--- src/hdl/rbmp_div.sv ---
// Restoring divider, one quotient bit per cycle, for the centroid.
module rbmp_div #(
  parameter int unsigned NW = 41,
  parameter int unsigned DW = 25
) (
  input  logic          clk_i,
  input  logic          rst_ni,
  input  logic          start_i,
  input  logic [NW-1:0] num_i,
  input  logic [DW-1:0] den_i,
  output logic          done_o,
  output logic [NW-1:0] quot_o
);

  localparam int unsigned CntW = $clog2(NW + 1);

  logic [NW-1:0]   num_q;
  logic [DW-1:0]   den_q;
  logic [DW-1:0]   rem_q;
  logic [CntW-1:0] cnt_q;
  logic            busy_q;
  logic            done_q;
  logic [DW:0]     trial;
  logic            ge;

  // One restoring step: shift in the next dividend bit and try a subtract.
  assign trial = {rem_q, num_q[NW-1]};
  assign ge    = (trial >= {1'b0, den_q});

  always_ff @(posedge clk_i or negedge rst_ni) begin
    if (!rst_ni) begin
      busy_q <= 1'b0;
      done_q <= 1'b0;
      cnt_q  <= '0;
    end else begin
      done_q <= 1'b0;
      if (start_i) begin
        busy_q <= 1'b1;
        cnt_q  <= '0;
      end else if (busy_q) begin
        cnt_q <= cnt_q + 1'b1;
        if (cnt_q == CntW'(NW - 1)) begin
          busy_q <= 1'b0;
          done_q <= 1'b1;
        end
      end
    end
  end

  always_ff @(posedge clk_i) begin
    if (start_i) begin
      num_q <= num_i;
      den_q <= den_i;
      rem_q <= '0;
    end else if (busy_q) begin
      num_q <= {num_q[NW-2:0], ge};
      rem_q <= ge ? DW'(trial - {1'b0, den_q}) : trial[DW-1:0];
    end
  end

  assign done_o = done_q;
  assign quot_o = num_q;

endmodule

--- config.mk ---
export PLATFORM = sky130hd
export DESIGN_NAME = rbmp_div
export DESIGN_NICKNAME = d
export VERILOG_FILES = /design/src/hdl/rbmp_div.sv
export SDC_FILE = /design/constraint.sdc
export NUM_CORES = 1
export LEC_CHECK = 0
export BUFFER_PORTS_ARGS = -buffer_cell sky130_fd_sc_hd__buf_2
export CORE_MARGIN = 2
export CORE_UTILIZATION = 24
export DETAILED_ROUTE_END_ITERATION = 10
export GPL_TIMING_DRIVEN = 0
export SLEW_MARGIN = 20
export SYNTH_ARGS = -nofsm -noshare
export SYNTH_HDL_FRONTEND = slang
export SYNTH_SLANG_ARGS = --single-unit
--- constraint.sdc ---
create_clock -name clk_i -period 4.2 [get_ports clk_i]
set_input_delay 0.21 -clock clk_i [delete_from_list [all_inputs] [get_ports clk_i]]
set_output_delay 0.21 -clock clk_i [all_outputs]
set_load 0.01 [all_outputs]
==> results.yml, run 1 <==
outcome:
  status: "finished clean"
finish:
  n_antenna_cell: 0
  register_area_mm2: 0.002683
  fillers: 2344
  num-nets-final: 741
  layout-drive-gt1-share_pct: 30.97
  area_growth_pct: 22.58
  multi_input_area_mm2: 0.002615
  fin_area_mm2: 0.006805
worst_setup_path:
  critPathArrivalTime_ns: 3.37
  startpoint_type: "flop"
  endpoint_kind: "flop"
  critical_path.max_fanout: 10
  path_cells: "inv_1 -> ha_1 -> inv_1 -> fa_1 -> a21o_1 -> a311o_2 -> a41oi_2 -> o21ai_2 -> a21o_2 -> buf_2 -> nand2_1 -> o211ai_1"
  crit_buf_inv: 3
  cpPeakStageDelay_ns: 0.46
  slowest_stage: "a311o_2"
  cp_top_family: "compound AO/OA/AOI/OAI gates"
  cpMostUsedCell: "inv_1"
  required_ns: 4.43
  path_class: "flop to flop"
synth:
  syn-instance-count: 521
  synthArstFlopShare_pct: 8.081
  synth_top_area_share_pct: 35.70
  synth_top_cell_by_area: "edfxtp_1"
  ys_seq_area_share_pct: 48.32
  synthesis.nets: 618
  avgSynthCellArea_um2: 10.66
  synth_seq_cells: 99
  netlist_top_cells_area: "edfxtp_1 36%, dfxtp_1 9.0%, mux2_2 8.5%"
  ys.flop_type: "edfxtp_1"
  netlist_area_mm2: 0.005552
  synth_edf_count: 66
  synth_cell_types: 70
  yosysWarnings: 0
clock_network:
  cts_resized: 0
  clock_path_buffers: 2
  postCtsHoldBufs: 1
  cts_tree: "done"
  cts_buffers: 9
  post-cts-setup-buffers: 0
  clock-root-buffer: "clkbuf_16"
  clk_latency_ns: 0.36
  clock-sinks: 99
  htree_levels: 3
  clk_transition_reported_paths_ns: 0.08
place:
  port_buffers: 110
  gp_congestion: 0.8425
  hpwl_um: 10540
  postPlaceCellArea_mm2: 0.006479
floorplanning:
  die_h_um: 156.1
  io_pins: 111
  coreArea_mm2: 0.02264
  die_x_um: 156.1
  die-area_mm2: 0.02436
  num_rows: 55
  initial_core_util_pct: 24.52
drt:
  wl_met2_um: 6358
  routed.top_layer: "met4"
  vias_per_cell: 4.726
  drt_iter0_markers: 282
  drcViolationCount: 0
  drt-total-wl_um: 14230
  vias: 4414
  firstDrtPassIters: 4
  wl_per_cell_um: 15.23
  wl_met3_um: 965
  wl_met1_um: 6667
  ant_nets: 0
power:
  ir_worst_vdd_mv: 0.2682
  pwr-share-seq_pct: 34.5
  p_comb_share_pct: 42.6
  cellPowerDensity_mw_per_mm2: 573.9
  switching_power_uw: 1506
  internal-power_uw: 2400
  p_sw_share_pct: 38.55
  p_clk_share_pct: 23.0
  power.leakage_uw: 0.002861
timing:
  totalNegativeSetupSlack_ns: 0
  hold_violations: 0
  post-route-period-util_pct: 74.84
  skew_ns: 0.01221
  worst_pin_slew_ns: 0.8855
  slew_headroom_pct: 40.75
  final_max_slew_viol_count: 0
  setup_viol: 0
  fin_crit_ns: 3.143
  rsz0062_at_grt: "no"
  clock.fmax_ghz: 0.3182
flow_run:
  cap_violations: 0
global_route:
  grt_remaining_overflow: 0
  grt_pass1_wl_um: 22570
  grt_pass1_vias: 4342
  grt.total_usage_pct: 11.86
  antenna_found_initial: 0
  grt_max_degree: 29
min_path:
  min_path_type: "input pin to flop"
==> cells by family (layout without fill, tap and decap cells) <==
family | Yosys count | count (layout) | share of synthesized area, %
muxes | 44 | 44 | 8.880
AOI/OAI and AO/OA | 115 | 115 | 15.42
and+or+nand+nor | 161 | 161 | 14.15
adders and majority gates | 28 | 28 | 6.446
buffers and inverters | 60 | 188 | 4.575
DFF | 99 | 99 | 48.32
xor gates and xnor gates | 14 | 14 | 2.209
==> final timing paths <==
check	cells after the start	startpoint	endpoint	slack [ns]
max	12	quot_o[40]	rem_q[13]	1.06
max reg2reg	12	quot_o[40]	rem_q[13]	1.06
max in group asynchronous	2	rst_ni	done_o	3.77
min in group asynchronous	2	rst_ni	busy_q	0.27
min reg2reg	2	rem_q[7]	rem_q[8]	0.50
min	1	den_i[5]	den_q[5]	0.02
==> layer usage <==
| layer | up-vias | GRT usage (%) |
|---|---|---|
| met3 | 20 | 3.750 |
| li1 | 2175 | - |
| met2 | 111 | 18.35 |
| met5 | - | 0 |
| met1 | 2108 | 15.66 |
| met4 | 0 | 4.063 |
==> worst reg2reg max path, delay by kind of cell, from the launching register on <==
family,cells,cell delay (ns)
buffers and inverters,3,0.38
AOI/OAI and AO/OA,6,1.41
and+or+nand+nor,1,0.26
DFF,1,0.39
adders and majority gates,2,0.57
==> final cells by class <==
class                   instances  share of cell area, %
flip-flops and latches         99                  39.42
clock buffers                   9                  3.309
inverters                      39                  2.151
clock inverters                 7                  1.342
well taps                     285                  5.240
plain buffers                  21                  1.581
repair buffers                112                  8.531
multi-input cells             362                  38.43
==> power by group through the flow <==
| stage | Sequential, uW | Clock (uW) | Combinational, uW |
|---|---|---|---|
| 3_3_place_gp | 1370 | 0 | 1630 |
| 5_1_grt | 1370 | 966 | 1840 |
| 3_5_place_dp | 1370 | 0 | 1640 |
| 6_report | 1350 | 898 | 1660 |
| 2_1_floorplan | 1360 | 0 | 1220 |
| 4_1_cts | 1350 | 925 | 1650 |
==> layout by cell type, fill, tap and decap left out, types with 3 or more instances in the layout <==
master,netlist,final
buf_2,4,114
edfxtp_1,66,66
nand2_1,51,51
mux2_2,42,42
nor2_1,42,42
inv_1,39,38
a21oi_1,27,27
ha_1,27,27
dfxtp_1,25,25
a311oi_1,15,15
o21ai_0,14,14
nand3_1,11,11
clkbuf_1,9,9
nor3_1,9,9
clkbuf_16,0,9
nand4_1,8,8
or3_1,8,8
xor2_1,8,8
dfrtp_1,8,8
nand2b_1,7,7
xnor2_1,6,6
a21o_1,5,5
o211ai_1,5,5
buf_1,4,4
o21ai_1,4,4
nand4b_1,4,4
a211oi_1,4,4
inv_8,0,4
a21o_2,3,3
o21bai_1,3,3
a211o_1,3,3
a31oi_1,3,3
nor4_1,3,3
buf_6,3,3
o31ai_1,3,3
o21a_1,3,3
==> cell usage after synthesis (all sizes together) (4+ instances only) <==
library cell  number
dfrtp              8
buf               11
o31ai              4
clkbuf            10
a211oi             4
mux2              42
nand3             11
nand4              8
a21oi             30
or3                8
ha                27
dfxtp             25
nor4               4
nand2             53
a311oi            15
nand2b             7
nand4b             4
o211ai             5
edfxtp            66
a21o               8
o21ai             19
xor2               8
xnor2              6
inv               39
nor3              10
nor2              42
==> flip-flops by register name, summed over array words and instances, names as in the netlist <==
name and flops:
cnt_q 6, rem_q 25, den_q 25, quot_o 41, done_o 1, busy_q 1
==> per-stage QoR <==
step	total power [uW]	setup slack, ns	std cells	util, %	hold WS, ns
after floorplan	2582	1.311	521	-	-0.08559
after global placement	2996	0.8078	916	28.53	0.06320
after detailed placement	3003	1.107	917	28.62	0.05888
after CTS	3921	1.072	934	30.06	0.004760
after global routing	4177	0.9404	934	30.06	0.008511
final	3906	1.057	934	30.06	0.02133
Power figures use the tool's default switching activity.
==> run 2, diff against run 1 <==
- ABC_AREA: default -> 1
- clock period: 4.2 -> 2.7 ns (I/O delays scaled with it)
==> run 2 against run 1 <==
Against the previous run: final area grew 12%; critical endpoint is now rem_q[8]; clock-buffer cell count did not move; die area up 9.5%; critical path type unchanged; critical path depth shrank 1; combinational power increased by 51%.
==> results.yml, run 2 <==
outcome:
  status: "finished clean"
clock_network:
  clk_latency_ns: 0.36
  clk_transition_reported_paths_ns: 0.08
  cts_buffers: 9
  cts_resized: 0
  cts_tree: "done"
  clock_path_buffers: 2
  clock-sinks: 99
  clock-root-buffer: "clkbuf_16"
  htree_levels: 3
min_path:
  hold_start: "num_i[1]"
  min_path_type: "input pin to flop"
synth:
  synthesis.nets: 918
  synth_cell_types: 38
  synth_common_cells: "333 x nand2_1, 137 x inv_1, 71 x nand3_1"
  netlist_area_mm2: 0.006091
  ys.flop_type: "edfxtp_1"
  synth_seq_cells: 99
  yosysWarnings: 0
  syn-instance-count: 821
  synth_top_cell_by_area: "edfxtp_1"
  synth.most_common_cell: "nand2_1"
  synth_edf_count: 66
  netlist_top_cells_area: "edfxtp_1 33%, nand2_1 21%, inv_1 8.4%"
  synthArstFlopShare_pct: 8.081
  synth_top_area_share_pct: 32.54
  ys_seq_area_share_pct: 44.04
  avgSynthCellArea_um2: 7.419
timing:
  slew_headroom_pct: 51.06
  rsz0062_at_grt: "no"
  post-route-period-util_pct: 88.06
  setup_viol: 0
  fin_crit_ns: 2.378
  worst_pin_slew_ns: 0.7314
  final_max_slew_viol_count: 0
  hold_violations: 0
  skew_ns: 0.01110
  holdWs_ns: 0.03464
  clock.fmax_ghz: 0.4206
floorplanning:
  io_pins: 111
  die_h_um: 163.3
  die_x_um: 163.3
  num_rows: 58
  initial_core_util_pct: 24.33
  die-area_mm2: 0.02667
  coreArea_mm2: 0.02504
worst_setup_path:
  r2r_slack_ns: 0.32
  cpMostUsedCell: "nand3_1"
  startpoint_type: "flop"
  worstSetupEndpoint: "rem_q[8]"
  startpoint: "quot_o[40]"
  r2r_start: "quot_o[40]"
  critical_path.max_fanout: 10
  required_ns: 2.92
  slowest_stage: "fa_1"
  r2r-end: "rem_q[8]"
  worstSetupPathDepth: 11
  cp_top_family: "simple AND/OR/NAND/NOR gates"
  cpPeakStageDelay_ns: 0.45
  reg2reg_depth: 11
  critPathArrivalTime_ns: 2.60
  path_class: "flop to flop"
  endpoint_kind: "flop"
  crit_buf_inv: 3
  path_cells: "inv_1 -> ha_1 -> inv_1 -> fa_1 -> nand3_1 -> nand3_2 -> nand3b_4 -> buf_2 -> nand3_1 -> nand3_1 -> o21ai_1"
finish:
  fillers: 2757
  final_common_cell: "nand2_1"
  num-nets-final: 1065
  mostFrequentLayoutCells: "333 x nand2_1, 137 x inv_1, 114 x buf_2"
  area_growth_pct: 25.00
  layout-drive-gt1-share_pct: 16.86
  largest_reg_flops: 41
  fin_cells: 1304
drt:
  drt_iter0_markers: 298
  firstDrtPassIters: 5
  drcViolationCount: 0
  wl_per_cell_um: 12.57
  vias_per_cell: 4.209
  ant_nets: 0
  vias: 5488
  drt-total-wl_um: 16390
global_route:
  grt_max_degree: 51
  grt_remaining_overflow: 0
  grt_pass1_wl_um: 27300
  antenna_found_initial: 1
  grt_pass1_vias: 5544
  grt.total_usage_pct: 12.97
place:
  port_buffers: 110
  gp_congestion: 0.9009
  hpwl_um: 12600
  place_inst: 1261
power:
  power.leakage_uw: 0.003969
  cellPowerDensity_mw_per_mm2: 762.7
  ir_worst_vdd_mv: 0.3341
flow_run:
  cap_violations: 0
run 2: cell types whose count changed after synthesis, moves of 9 or more:
cell | before | now
a21oi_1 | 27 | 18
a311oi_1 | 15 | 0
inv_1 | 39 | 137
mux2_2 | 42 | 0
nand2_1 | 51 | 333
nand3_1 | 11 | 71
nand3b_1 | 0 | 10
nor2_1 | 42 | 32
run 2: how the worst min path moves through the flow:
stage / slack (ns) / end / cells past startpoint
after global routing: 0.03 / quot_o[29] / 3
after CTS: 0.02 / quot_o[36] / 3
after global placement: -0.01 / cnt_q[5] / 1
after detailed placement: -0.009 / cnt_q[5] / 1
final: 0.03 / quot_o[1] / 3
after floorplan: -0.16 / busy_q / 0
run 2: power by group:
part           internal [uW]  switching, uW
Combinational            948           1550
Sequential              1860            139
Clock                    656            657
run 2: final cells by class:
cell class                 instances  area, um2  share of cell area [%]
multi-input combinational        563       2776                   36.47
sequential                        99       2683                   35.23
timing repair buffer             136      810.8                   10.65
inverter                         140      525.5                   6.902
tap                              330      412.9                   5.423
clock buffer                       9      225.2                   2.958
buffer                            19      110.1                   1.446
clock inverter                     7      67.56                  0.8874
antenna                            1      2.502                 0.03287
run 2: logic make-up (layout without fill, tap and decap cells):
logic type | after synthesis | in the layout | share of synthesized area (%)
adders and majority gates | 28 | 28 | 5.875
DFF | 99 | 99 | 44.04
xor gates and xnor gates | 10 | 10 | 1.438
buffers and inverters | 159 | 311 | 10.37
other | 0 | 1 | 0
AOI/OAI and AO/OA | 37 | 37 | 3.266
and+or+nand+nor | 488 | 488 | 35.00
run 2: repair_timing:
action | in CTS | in global routing
hold buffers | 26 | 0
buffers inserted | 0 | 0
setup endpoints to repair | 0 | 0
endpoints found under the hold margin | 33 | 0
run 2: per-stage QoR:
| step | cell area, um2 | worst slack [ns] | utilization, % | total power, uW | setup TNS (ns) |
|---|---|---|---|---|---|
| 2_1_floorplan | 6091 | 0.3179 | - | 3850 | 0 |
| 3_3_place_gp | 7054 | -1.495 | 28.18 | 4463 | -73.47 |
| 3_5_place_dp | 7058 | -0.03269 | 28.19 | 4485 | -1.221 |
| 4_1_cts | 7611 | 0.3171 | 30.40 | 5864 | 0 |
| 5_1_grt | 7611 | 0.1437 | 30.40 | 6302 | 0 |
| 6_report | 7614 | 0.3224 | 30.41 | 5807 | 0 |
run 2: worst register-to-register path, cell delays in order, from the launching register on:
cell and delay, ns:
edfxtp_1 0.40, inv_1 0.09, ha_1 0.14, inv_1 0.06, fa_1 0.45, nand3_1 0.14, nand3_2 0.16, nand3b_4 0.22
buf_2 0.30, nand3_1 0.11, nand3_1 0.09, o21ai_1 0.06
run 2: per-layer routing:
metal	vias up	track usage [%]	routed length (um)
met5	-	0	0
met4	0	3.379	218
li1	2873	-	-
met3	15	4.139	1214
met2	162	21.79	7449
met1	2438	16.04	7508
